### src/rtl/fpfs_pkg.sv
`default_nettype none

package fpfs_pkg;

   // Number of group numbers whose sequence counters are tracked at once.
   localparam int SEQ_ENTRIES = 16;
   localparam int SEQ_IDX_W   = (SEQ_ENTRIES > 1) ? $clog2(SEQ_ENTRIES) : 1;

   localparam int GROUP_W     = 18;
   localparam int SEQ_W       = 3;
   localparam int FRAME_IDX_W = 5;
   localparam int POS_W       = 3;
   localparam int BYTE_W      = 8;
   localparam int NAME_W      = 64;
   localparam int FRAME_W     = 64;

   // Byte slots inside a frame.
   localparam logic [POS_W-1:0] POS_LENGTH     = 3'd1;
   localparam logic [POS_W-1:0] POS_FIRST_DATA = 3'd2;
   localparam logic [POS_W-1:0] POS_LAST       = 3'd7;

   localparam logic [FRAME_W-1:0] FRAME_PAD = {FRAME_W{1'b1}};

   typedef struct packed {
      logic [GROUP_W-1:0] group_number;
      logic [BYTE_W-1:0]  short_source;
      logic [NAME_W-1:0]  device_name;
      logic [FRAME_W-1:0] frame_data;
      logic               last_frame;
   } rsp_word_type;

   // Replace one byte slot of a frame.
   function automatic logic [FRAME_W-1:0] put_byte(input logic [FRAME_W-1:0] frame,
                                                   input logic [POS_W-1:0]   pos,
                                                   input logic [BYTE_W-1:0]  value);
      logic [FRAME_W-1:0] result;
      result = frame;
      for (int k = 0; k < FRAME_W / BYTE_W; k++) begin
         if (pos == POS_W'(k)) begin
            result[k*BYTE_W +: BYTE_W] = value;
         end
      end
      return result;
   endfunction

   // Byte 0: sequence number in bits 7..5, frame counter in bits 4..0.
   function automatic logic [BYTE_W-1:0] header_byte(input logic [SEQ_W-1:0]       seq,
                                                     input logic [FRAME_IDX_W-1:0] index);
      return {seq, index};
   endfunction

endpackage

`default_nettype wire

### src/rtl/fpfs_seq_table.sv
`default_nettype none

module fpfs_seq_table (
   input  wire logic                        clock,
   input  wire logic                        reset,
   input  wire logic                        lookup_en,
   input  wire logic [fpfs_pkg::GROUP_W-1:0] lookup_group,
   output logic      [fpfs_pkg::SEQ_W-1:0]   lookup_seq
);
   import fpfs_pkg::*;

   logic [GROUP_W-1:0]   tags_ff   [SEQ_ENTRIES];
   logic [SEQ_W-1:0]     counts_ff [SEQ_ENTRIES];
   logic [SEQ_ENTRIES-1:0] valid_ff;
   logic [SEQ_IDX_W-1:0] ptr_ff;
   logic [SEQ_IDX_W-1:0] ptr_in;

   logic                 hit;
   logic [SEQ_IDX_W-1:0] hit_idx;
   logic                 free_found;
   logic [SEQ_IDX_W-1:0] free_idx;
   logic [SEQ_IDX_W-1:0] victim;
   logic [SEQ_W-1:0]     count_in;

   // Lowest matching entry and lowest free entry; scanning downward leaves the lowest.
   always_comb begin
      hit        = 1'b0;
      hit_idx    = '0;
      free_found = 1'b0;
      free_idx   = '0;
      for (int i = SEQ_ENTRIES - 1; i >= 0; i--) begin
         if (valid_ff[i] && (tags_ff[i] == lookup_group)) begin
            hit     = 1'b1;
            hit_idx = SEQ_IDX_W'(i);
         end
         if (!valid_ff[i]) begin
            free_found = 1'b1;
            free_idx   = SEQ_IDX_W'(i);
         end
      end
   end

   always_comb begin
      lookup_seq = hit ? counts_ff[hit_idx] : '0;
      count_in   = hit ? lookup_seq + SEQ_W'(1) : SEQ_W'(1);
      priority if (hit) begin
         victim = hit_idx;
      end else if (free_found) begin
         victim = free_idx;
      end else begin
         victim = ptr_ff;
      end
      ptr_in = ptr_ff;
      if (!hit && !free_found) begin
         ptr_in = (ptr_ff == SEQ_IDX_W'(SEQ_ENTRIES - 1)) ? '0 : ptr_ff + SEQ_IDX_W'(1);
      end
   end

   always_ff @(posedge clock) begin
      if (reset) begin
         valid_ff <= '0;
         ptr_ff   <= '0;
      end else if (lookup_en) begin
         valid_ff[victim] <= 1'b1;
         ptr_ff           <= ptr_in;
      end
   end

   always_ff @(posedge clock) begin
      if (lookup_en) begin
         tags_ff[victim]   <= lookup_group;
         counts_ff[victim] <= count_in;
      end
   end

endmodule

`default_nettype wire

### src/rtl/fpfs_packer.sv
`default_nettype none

module fpfs_packer (
   input  wire logic                          clock,
   input  wire logic                          reset,
   input  wire logic                          accept,
   input  wire logic [fpfs_pkg::BYTE_W-1:0]   payload_byte,
   input  wire logic [fpfs_pkg::BYTE_W-1:0]   total_length,
   input  wire logic [fpfs_pkg::GROUP_W-1:0]  group_number,
   input  wire logic [fpfs_pkg::BYTE_W-1:0]   short_source,
   input  wire logic [fpfs_pkg::NAME_W-1:0]   device_name,
   input  wire logic                          last_byte,
   output logic                               lookup_en,
   input  wire logic [fpfs_pkg::SEQ_W-1:0]    lookup_seq,
   output logic                               result_valid,
   output fpfs_pkg::rsp_word_type             result
);
   import fpfs_pkg::*;

   logic [FRAME_W-1:0]     buffer_ff,  buffer_in;
   logic [POS_W-1:0]       pos_ff,     pos_in;
   logic [FRAME_IDX_W-1:0] index_ff,   index_in;
   logic [SEQ_W-1:0]       seq_ff,     seq_in;
   logic                   in_msg_ff,  in_msg_in;

   logic [FRAME_W-1:0]     start_buf;
   logic [FRAME_W-1:0]     cur_buf;
   logic [POS_W-1:0]       cur_pos;
   logic [FRAME_IDX_W-1:0] cur_index;
   logic [FRAME_W-1:0]     filled;
   logic                   emit;

   assign lookup_en = accept && !in_msg_ff;

   always_comb begin
      start_buf = put_byte(put_byte(FRAME_PAD, '0, header_byte(lookup_seq, '0)),
                           POS_LENGTH, total_length);
      if (in_msg_ff) begin
         seq_in    = seq_ff;
         cur_index = index_ff;
         cur_buf   = buffer_ff;
         cur_pos   = pos_ff;
      end else begin
         seq_in    = lookup_seq;
         cur_index = '0;
         cur_buf   = start_buf;
         cur_pos   = POS_FIRST_DATA;
      end
      filled = put_byte(cur_buf, cur_pos, payload_byte);
      emit   = (cur_pos == POS_LAST) || last_byte;

      if (emit && last_byte) begin
         in_msg_in = 1'b0;
         index_in  = '0;
         pos_in    = '0;
         buffer_in = FRAME_PAD;
      end else if (emit) begin
         in_msg_in = 1'b1;
         index_in  = cur_index + FRAME_IDX_W'(1);
         pos_in    = POS_W'(1);
         buffer_in = put_byte(FRAME_PAD, '0, header_byte(seq_in, index_in));
      end else begin
         in_msg_in = 1'b1;
         index_in  = cur_index;
         pos_in    = cur_pos + POS_W'(1);
         buffer_in = filled;
      end

      result_valid        = accept && emit;
      result.group_number = group_number;
      result.short_source = short_source;
      result.device_name  = device_name;
      result.frame_data   = filled;
      result.last_frame   = last_byte;
   end

   always_ff @(posedge clock) begin
      if (reset) begin
         in_msg_ff <= 1'b0;
         pos_ff    <= '0;
         index_ff  <= '0;
         seq_ff    <= '0;
         buffer_ff <= FRAME_PAD;
      end else if (accept) begin
         in_msg_ff <= in_msg_in;
         pos_ff    <= pos_in;
         index_ff  <= index_in;
         seq_ff    <= seq_in;
         buffer_ff <= buffer_in;
      end
   end

endmodule

`default_nettype wire

### src/rtl/fpfs_out_queue.sv
`default_nettype none

module fpfs_out_queue (
   input  wire logic                   clock,
   input  wire logic                   reset,
   input  wire logic                   push,
   input  wire fpfs_pkg::rsp_word_type push_word,
   output logic                        full,
   output logic                        out_valid,
   input  wire logic                   out_stall,
   output fpfs_pkg::rsp_word_type      out_word
);
   import fpfs_pkg::*;

   rsp_word_type main_ff, skid_ff;
   logic         main_valid_ff, skid_valid_ff;
   logic         take;

   assign take      = main_valid_ff && !out_stall;
   assign full      = skid_valid_ff;
   assign out_valid = main_valid_ff;
   assign out_word  = main_ff;

   // Pushes only arrive while the skid slot is empty.
   always_ff @(posedge clock) begin
      if (reset) begin
         main_valid_ff <= 1'b0;
         skid_valid_ff <= 1'b0;
      end else if (skid_valid_ff) begin
         if (take) begin
            skid_valid_ff <= 1'b0;
         end
      end else if (push) begin
         if (main_valid_ff && !take) begin
            skid_valid_ff <= 1'b1;
         end
         main_valid_ff <= 1'b1;
      end else if (take) begin
         main_valid_ff <= 1'b0;
      end
   end

   always_ff @(posedge clock) begin
      if (skid_valid_ff) begin
         if (take) begin
            main_ff <= skid_ff;
         end
      end else if (push) begin
         if (main_valid_ff && !take) begin
            skid_ff <= push_word;
         end else begin
            main_ff <= push_word;
         end
      end
   end

endmodule

`default_nettype wire

### src/rtl/fast_packet_frame_splitter.sv
// The byte completing a frame word registers it in the queue's main slot, or its skid slot if main is held.
// Throughput: one payload byte per cycle when req_stall is low; one frame word per cycle when rsp_stall is low.
// The output register plus one skid slot let bytes keep flowing after rsp_stall rises until
// one more frame is finished; req_stall then holds the sender until the receiver takes a word.
// Reset (synchronous, active high) clears the sequence table, the message state and both
// output slots; the first byte after reset starts a new message.
`default_nettype none

module fast_packet_frame_splitter (
   input  wire logic                          clock,
   input  wire logic                          reset,
   input  wire logic                          req_valid,
   output logic                               req_stall,
   input  wire logic [fpfs_pkg::BYTE_W-1:0]   req_payload_byte,
   input  wire logic [fpfs_pkg::BYTE_W-1:0]   req_total_length,
   input  wire logic [fpfs_pkg::GROUP_W-1:0]  req_group_number,
   input  wire logic [fpfs_pkg::BYTE_W-1:0]   req_short_source,
   input  wire logic [fpfs_pkg::NAME_W-1:0]   req_device_name,
   input  wire logic                          req_last_byte,
   output logic                               rsp_valid,
   input  wire logic                          rsp_stall,
   output logic      [fpfs_pkg::GROUP_W-1:0]  rsp_out_group_number,
   output logic      [fpfs_pkg::BYTE_W-1:0]   rsp_out_short_source,
   output logic      [fpfs_pkg::NAME_W-1:0]   rsp_out_device_name,
   output logic      [fpfs_pkg::FRAME_W-1:0]  rsp_frame_data,
   output logic                               rsp_last_frame
);
   import fpfs_pkg::*;

   logic         accept;
   logic         lookup_en;
   logic [SEQ_W-1:0] lookup_seq;
   logic         result_valid;
   rsp_word_type result;
   logic         queue_full;
   rsp_word_type out_word;

   // A byte is taken whenever the skid slot is free; the stall comes straight from a register.
   assign req_stall = queue_full;
   assign accept    = req_valid && !req_stall;

   // On the first byte of a message the table hands out the next sequence number for the
   // group number and advances that counter, claiming a new entry on a miss.
   fpfs_seq_table u_seq_table (
      .clock        (clock),
      .reset        (reset),
      .lookup_en    (lookup_en),
      .lookup_group (req_group_number),
      .lookup_seq   (lookup_seq)
   );

   // The packer drops each byte into the frame being built and releases the frame when its
   // last slot fills or the message ends.
   fpfs_packer u_packer (
      .clock        (clock),
      .reset        (reset),
      .accept       (accept),
      .payload_byte (req_payload_byte),
      .total_length (req_total_length),
      .group_number (req_group_number),
      .short_source (req_short_source),
      .device_name  (req_device_name),
      .last_byte    (req_last_byte),
      .lookup_en    (lookup_en),
      .lookup_seq   (lookup_seq),
      .result_valid (result_valid),
      .result       (result)
   );

   // Finished frames wait here so a stalled receiver does not hold up the byte stream until both slots are full.
   fpfs_out_queue u_out_queue (
      .clock     (clock),
      .reset     (reset),
      .push      (result_valid),
      .push_word (result),
      .full      (queue_full),
      .out_valid (rsp_valid),
      .out_stall (rsp_stall),
      .out_word  (out_word)
   );

   assign rsp_out_group_number = out_word.group_number;
   assign rsp_out_short_source = out_word.short_source;
   assign rsp_out_device_name  = out_word.device_name;
   assign rsp_frame_data       = out_word.frame_data;
   assign rsp_last_frame       = out_word.last_frame;

endmodule

`default_nettype wire
### config.mk
export PLATFORM = sky130hd
export DESIGN_NAME = fast_packet_frame_splitter
export DESIGN_NICKNAME = d
export VERILOG_FILES = /design/src/rtl/fpfs_pkg.sv /design/src/rtl/fpfs_seq_table.sv /design/src/rtl/fpfs_packer.sv /design/src/rtl/fpfs_out_queue.sv /design/src/rtl/fast_packet_frame_splitter.sv
export SDC_FILE = /design/constraint.sdc
export NUM_CORES = 1
export LEC_CHECK = 0
export CAP_MARGIN = 20
export CORE_MARGIN = 2
export CORE_UTILIZATION = 35
export DETAILED_ROUTE_END_ITERATION = 12
export DONT_BUFFER_PORTS = 1
export PLACE_DENSITY_LB_ADDON = 0.08
export SLEW_MARGIN = 20
export SYNTH_ARGS = -nofsm -noshare
export SYNTH_HDL_FRONTEND = slang
export SYNTH_SLANG_ARGS = --single-unit
### constraint.sdc
create_clock -name clock -period 16.31 [get_ports clock]
set_input_delay 3.262 -clock clock [delete_from_list [all_inputs] [get_ports clock]]
set_output_delay 3.262 -clock clock [all_outputs]
set_load 0.01 [all_outputs]
======== Word-level counts from Yosys, hierarchy flattened ========
Memory sizes are Yosys's and may differ from the RTL's.
Cells that the tools add are included.
Widths: inputs -> output; s select.
cells by class
  add/sub/neg operators ................... 4
  multiplexer cells ....................... 102
  order comparisons ....................... 2
  reduce and logical (&&, ||, !) cells .... 38
  bitwise logic cells ..................... 2
  equal/unequal tests ..................... 26
operator list
  cell                 count
  $mux 155             4
  $eq 18x18->1         16
  $mux 64              3
  $mux 4               35
  $mux 8               8
  $mux 1               42
  $logic_and 1x1->1    24
  $mux 3               6
  $or 16x16->16        1
  $mux 5               3
  $eq 3x3->1 const B   4
  $add 3x1->3 const B  2
  $eq 3x2->1 const B   2
  $logic_not 1->1      6
  $reduce_and 3->1     2
  $add 5x1->5 const B  1
  $lt 4x5->1 const B   1
  $add 4x1->4 const B  1
  $demux 1 s4          1
  $eq 4x4->1 const B   1
  $ge 4x1->1 const B   1
  $reduce_and 2->1     2
  $reduce_bool 2->1    2
  $eq 3x1->1 const B   1
  5 further kinds      5
word-level totals
  bits in writable memories ............... 336
  register bits ........................... 408
  memories ................................ 2
  logic and storage cells ................. 195
  bits of input ports ..................... 111
memories
  name                   depth  bits a word  read ports  clocked after Yosys merged registers in  wr ports  line                  RTL
  u_seq_table.tags_ff    16     18           16          0                                        1         fpfs_seq_table.sv:12  logic [GROUP_W-1:0] tags_ff [SEQ_ENTRIES];
  u_seq_table.counts_ff  16     3            1           0                                        1         fpfs_seq_table.sv:13  logic [SEQ_W-1:0] counts_ff [SEQ_ENTRIES];

======== Logic depth before layout (Yosys ltp) ========
An unclocked memory read counts as a cell.
  depth in word-level cells ............... 26
  mapped depth ............................ 20

======== Hierarchy ========
A second synthesis with hierarchy kept.
second synthesis, totals
  cells, all modules ...................... 2235
  area, all modules ....................... 32747.7 µm²
modules (own cells, without submodules)
  module                      instances  area each (µm²)  cells each
  fpfs_seq_table              1          16354.4          1181
  fpfs_out_queue              1          11698.7          495
  fpfs_packer                 1          4680.7           558
  fast_packet_frame_splitter  1          13.8             1

======== Worst setup path after synthesis ========
OpenSTA, ideal clock, no wires.
  path type ............................... input-to-reg
  from .................................... input port req_last_byte
  to ...................................... register u_out_queue.main_ff (netlist bit u_out_queue.out_word[0]), enable pin
  arrival ................................. 11.380 ns
  library setup time ...................... 0.722 ns
  stages .................................. 5
  path slack .............................. 4.208 ns
  data required time ...................... 15.588 ns
  buffers on the path ..................... 1
  cells stage by stage .................... clkbuf_1 > nor2_1 > nor2_1 > a21oi_1 > a21oi_1
on the way
  longest elaborated chain between the ends .. 4
RTL lines
  item                         line                              RTL
  start: declaration           fast_packet_frame_splitter.sv:19  input wire logic req_last_byte,
  $logic_or 1x1->1             fpfs_packer.sv:50                 emit = (cur_pos == POS_LAST) || last_byte;
  $logic_and 1x1->1            fpfs_packer.sv:69                 result_valid = accept && emit;
  $reduce_bool 2->1 (no line)  --
  $reduce_and 3->1 (no line)   --
  end signal: assignment       fpfs_out_queue.sv:46              main_ff <= skid_ff;
  end signal: assignment       fpfs_out_queue.sv:52              main_ff <= push_word;
  end: declaration             fpfs_out_queue.sv:15              rsp_word_type main_ff, skid_ff;
No other way between the ends.
A chain may end at the register's enable or synchronous reset.

======== Final worst setup path ========
  from .................................... input port req_group_number[12] (netlist name)
  to ...................................... memory u_seq_table.counts_ff[3][1] (data pin)
on the way
  longest elaborated chain between the ends .. 22
  elaborated cells on any way between the ends .. 68
RTL lines
  item                         line                              RTL
  start: declaration           fast_packet_frame_splitter.sv:16  input wire logic [fpfs_pkg::GROUP_W-1:0] req_group_number,
  $eq 18x18->1                 fpfs_seq_table.sv:32              if (valid_ff[i] && (tags_ff[i] == lookup_group)) begin
  $logic_and 1x1->1            fpfs_seq_table.sv:32
  $mux 4 (16 in a row)         fpfs_seq_table.sv:32
  $mem_v2 16x3                 --
  $mux 3                       fpfs_seq_table.sv:44              lookup_seq = hit ? counts_ff[hit_idx] : '0;
  $add 3x1->3                  fpfs_seq_table.sv:45              count_in = hit ? lookup_seq + SEQ_W'(1) : SEQ_W'(1);
  $mux 3 *                     fpfs_seq_table.sv:45
  via u_seq_table.count_in[1]  fpfs_seq_table.sv:23              logic [SEQ_W-1:0] count_in;
  end: declaration             fpfs_seq_table.sv:13
The timed path passes the listed nets; every way through them passes the cells marked *.

==> metrics.txt <==
# TYPE chip_impl_metric gauge
chip_impl_metric{name="synth_edf_count",unit=""} 646
chip_impl_metric{name="use_met1",unit="%"} 23.5
chip_impl_metric{name="yosysWarningCount",unit=""} 0
chip_impl_metric{name="clkTransAtPathRegs",unit="ns"} 0.05
chip_impl_info{name="synth.top_cells.by_area",value="sky130_fd_sc_hd__edfxtp_1, sky130_fd_sc_hd__dfxtp_1, sky130_fd_sc_hd__xnor2_1"} 1
chip_impl_metric{name="max_clock_freq",unit="GHz"} 0.132
chip_impl_info{name="outcome",value="finished, final reports clean"} 1
chip_impl_metric{name="total_global_route_track_usage",unit="%"} 18.1
chip_impl_metric{name="ant_nets",unit=""} 0
chip_impl_metric{name="via_count",unit=""} 18500
chip_impl_metric{name="post-dp-hpwl",unit="mm"} 53.4
chip_impl_metric{name="num_antenna_cells",unit=""} 0
chip_impl_metric{name="initial_utilization",unit="%"} 35.3
chip_impl_info{name="rsz0062_at_grt",value="false"} 1
chip_impl_metric{name="number_of_global_route_vias_before_repair",unit=""} 18700
chip_impl_info{name="criticalPathCategory",value="in -> reg"} 1
chip_impl_metric{name="max_slew_margin",unit="%"} 28.0
chip_impl_metric{name="critPathMaxStageDelay",unit="ns"} 0.80
chip_impl_info{name="worstSetupStartpointType",value="primary input"} 1
chip_impl_metric{name="floorplan.rows",unit=""} 110
chip_impl_metric{name="skew",unit="ns"} 0.0221
chip_impl_metric{name="yosysUniqueCellTypes",unit=""} 80
chip_impl_metric{name="worstPathRequired",unit="ns"} 16.62
chip_impl_info{name="layout.cells.most_common_list",value="sky130_fd_sc_hd__edfxtp_1, sky130_fd_sc_hd__xnor2_1, sky130_fd_sc_hd__nand2_1"} 1
chip_impl_metric{name="yosys.area.top_type_share",unit="%"} 61.1
chip_impl_metric{name="first_pass_iters",unit=""} 5
chip_impl_metric{name="asyncSetResetFlopFracSynth",unit="%"} 0
chip_impl_metric{name="synthCells",unit=""} 2325
chip_impl_metric{name="mappedNetlistArea",unit="µm²"} 31800
chip_impl_metric{name="die-height",unit="µm"} 305
chip_impl_metric{name="htreeDepth",unit=""} 3
chip_impl_metric{name="worst_skew_pair.late_latency",unit="ns"} 0.66
chip_impl_metric{name="drc",unit=""} 0
chip_impl_metric{name="antenna_found_initial",unit=""} 3
chip_impl_metric{name="cp_num_buf_inv",unit=""} 1
chip_impl_metric{name="synth_nets",unit=""} 2445
chip_impl_info{name="grt_most_used_layer",value="met2"} 1
chip_impl_metric{name="postSynthRegisterBits",unit=""} 744
chip_impl_metric{name="timing_max_transition_violations_final",unit=""} 0
chip_impl_metric{name="worst-path-stages",unit=""} 12
chip_impl_metric{name="totalWireLength",unit="mm"} 84.8
chip_impl_metric{name="ios",unit=""} 268
chip_impl_metric{name="final_wtd_congestion",unit=""} 0.807
chip_impl_metric{name="final_hold_viol_count",unit=""} 0
chip_impl_metric{name="setup_violations",unit=""} 0
chip_impl_metric{name="cts-root-to-sink-buffers",unit=""} 3
chip_impl_info{name="most_common_cell_type_on_the_critical_path",value="sky130_fd_sc_hd__mux2i_1"} 1
chip_impl_metric{name="grt_use_met3",unit="%"} 4.06
chip_impl_metric{name="clock_buffers_created_by_tritoncts",unit=""} 85
chip_impl_info{name="synth_top_cell_by_area",value="sky130_fd_sc_hd__edfxtp_1"} 1
chip_impl_metric{name="clock-sinks",unit=""} 744
chip_impl_metric{name="grt_max_degree",unit=""} 132
chip_impl_metric{name="post_route_cells_drive_above_1_share",unit="%"} 11.9
chip_impl_info{name="cts_tree",value="done"} 1
chip_impl_metric{name="max-vdd-ir-drop",unit="mV"} 0.0738
chip_impl_info{name="cp_slowest_cell",value="sky130_fd_sc_hd__a22o_1"} 1
chip_impl_metric{name="dr.first_iter.drc_count",unit=""} 1407
chip_impl_info{name="cts-root-buf",value="sky130_fd_sc_hd__clkbuf_16"} 1
chip_impl_metric{name="post-cts-setup-buffer-count",unit=""} 0
chip_impl_metric{name="met2_resource_use_gr",unit="%"} 30.1
chip_impl_info{name="worst_hold_path_type",value="reg -> reg"} 1
chip_impl_metric{name="layout.core_utilization",unit="%"} 39.8
chip_impl_metric{name="design.die.area",unit="µm²"} 93200
chip_impl_metric{name="maxCapViolations",unit=""} 0
chip_impl_metric{name="syn_avg_cell_area",unit="µm²"} 13.7
chip_impl_info{name="critical_path.cell_chain",value="xor2_1 -> nor3_1 -> nand3_1 -> o311ai_1 -> a22o_1 -> mux2i_1 -> mux2i_1 -> a221o_1 -> nand2_1 -> inv_1 -> ha_1 -> nor2b_1"} 1
chip_impl_info{name="dominantRegCellSynth",value="sky130_fd_sc_hd__edfxtp_1"} 1
chip_impl_metric{name="p_leak",unit="nW"} 11.2
chip_impl_metric{name="timing.final.crit_share",unit="%"} 46.3
chip_impl_metric{name="r2r_cells",unit=""} 12
chip_impl_metric{name="totalNegativeSetupSlack",unit="ns"} 0
chip_impl_metric{name="critical_path_peak_fanout",unit=""} 34
chip_impl_metric{name="worst-slew-pin-transition",unit="ns"} 1.08
chip_impl_metric{name="route.detailed.vias_per_inst",unit=""} 5.20
chip_impl_metric{name="worst_hold_path.num_cells",unit=""} 1
chip_impl_metric{name="area_growth_syn_to_layout",unit="%"} 12.7
chip_impl_metric{name="seq_area_frac_synth",unit="%"} 67.3
chip_impl_metric{name="port_buffers",unit=""} 0
chip_impl_metric{name="worst-endpoint-arrival",unit="ns"} 7.86
chip_impl_metric{name="cts_hold_buf",unit=""} 0
chip_impl_metric{name="die-width",unit="µm"} 305
chip_impl_info{name="critPathCaptureType",value="flop"} 1
chip_impl_metric{name="final_nets",unit=""} 2444
chip_impl_metric{name="gr-total-overflow",unit=""} 0
chip_impl_metric{name="p_per_area",unit="nW/µm²"} 119
chip_impl_metric{name="cts_resized",unit=""} 0
chip_impl_metric{name="grt_first_pass_wirelength",unit="mm"} 126
chip_impl_metric{name="placeableCoreArea",unit="µm²"} 90000
chip_impl_metric{name="route.detailed.wl_per_inst",unit="µm"} 23.8
chip_impl_metric{name="fin_crit",unit="ns"} 7.55
chip_impl_info{name="timing.critical_path.max_delay_family",value="simple AND/OR/NAND/NOR gates"} 1
chip_impl_info{name="layout_commonest_cell",value="sky130_fd_sc_hd__edfxtp_1"} 1
==> metal layers <==
metal  wire (µm)  share of wire [%]
met4        2290                2.7
met2       41000                 48
met5           0                  0
met1       36900                 43
met3        4620                5.4
==> final cells by class <==
cell class,instances,area [µm²]
clock buffers,99,2180
clock inverters,55,653
fillers,8398,54200
inverters,71,267
multi-input cells,1397,9670
flip-flops and latches,744,21400
well taps,1176,1470
repair buffers,25,200
==> power by group <==
group | total, mW | leakage, nW | switching, mW | internal (mW)
Combinational | 0.167 | 3.16 | 0.0995 | 0.0671
Clock | 1.95 | 1.38 | 0.787 | 1.17
Sequential | 2.14 | 6.67 | 0.0288 | 2.11
==> path summary, 6_finish.rpt <==
path                                    from                          end  slack, ns
hold reg to reg       u_packer.buffer_ff[57]       u_packer.buffer_ff[57]       0.45
hold / removal        u_packer.buffer_ff[57]       u_packer.buffer_ff[57]       0.45
setup reg to reg  u_seq_table.tags_ff[2][12]  u_seq_table.counts_ff[1][1]      11.00
setup / recovery        req_group_number[12]  u_seq_table.counts_ff[3][1]       8.76
==> cell families (layout without fill, tap and decap cells) <==
family	after synthesis	after routing	synth area share [%]
AO/OA/AOI/OAI	316	316	6.43
XOR/XNOR	293	293	8.08
adder cells (fa/ha/maj)	9	9	0.355
buffers and inverters	184	250	2.56
flip-flops	744	744	67.3
multiplexers	142	142	4.89
AND/OR/NAND/NOR	637	637	10.4
==> flip-flops by register name (all words and copies together), names as in the netlist <==
signal,flops
u_out_queue.full,1
u_out_queue.out_valid,1
u_out_queue.out_word,155
u_out_queue.skid_ff,155
u_packer.buffer_ff,64
u_packer.in_msg_ff,1
u_packer.index_ff,5
u_packer.pos_ff,3
u_packer.seq_ff,3
u_seq_table.counts_ff,48
u_seq_table.ptr_ff,4
u_seq_table.tags_ff,288
u_seq_table.valid_ff,16
==> per-stage QoR <==
step | power, mW | hold slack, ns | std cells | worst slack (ns) | instance area [µm²]
6_report | 4.26 | 0.448 | 3567 | 8.76 | 35800
5_1_grt | 4.41 | 0.466 | 3567 | 8.46 | 35800
4_1_cts | 4.32 | 0.450 | 3567 | 8.73 | 35800
3_5_place_dp | 2.35 | 0.433 | 3413 | 8.01 | 33000
3_3_place_gp | 2.35 | 0.429 | 3413 | 8.14 | 33000
2_1_floorplan | 2.32 | 0.417 | 2325 | 4.21 | 31800
==> cell usage after synthesis, drive strengths merged (10+ instances only) <==
library cell  instances
o21ai               114
xor2                 79
nand3b               35
nand2               167
inv                  70
xnor2               214
nor3b                20
clkbuf               67
nor2                128
dfxtp                98
mux2                105
a21o                 10
nor2b                15
nand4               100
nand2b               14
a21oi                54
nor3                 32
or3                  17
edfxtp              646
mux2i                37
o211ai               54
nor4                 17
a211o                14
buf                  46
and3                 11
and2                 10
nand3                38
Note: power is estimated with default switching activity, not from simulation.
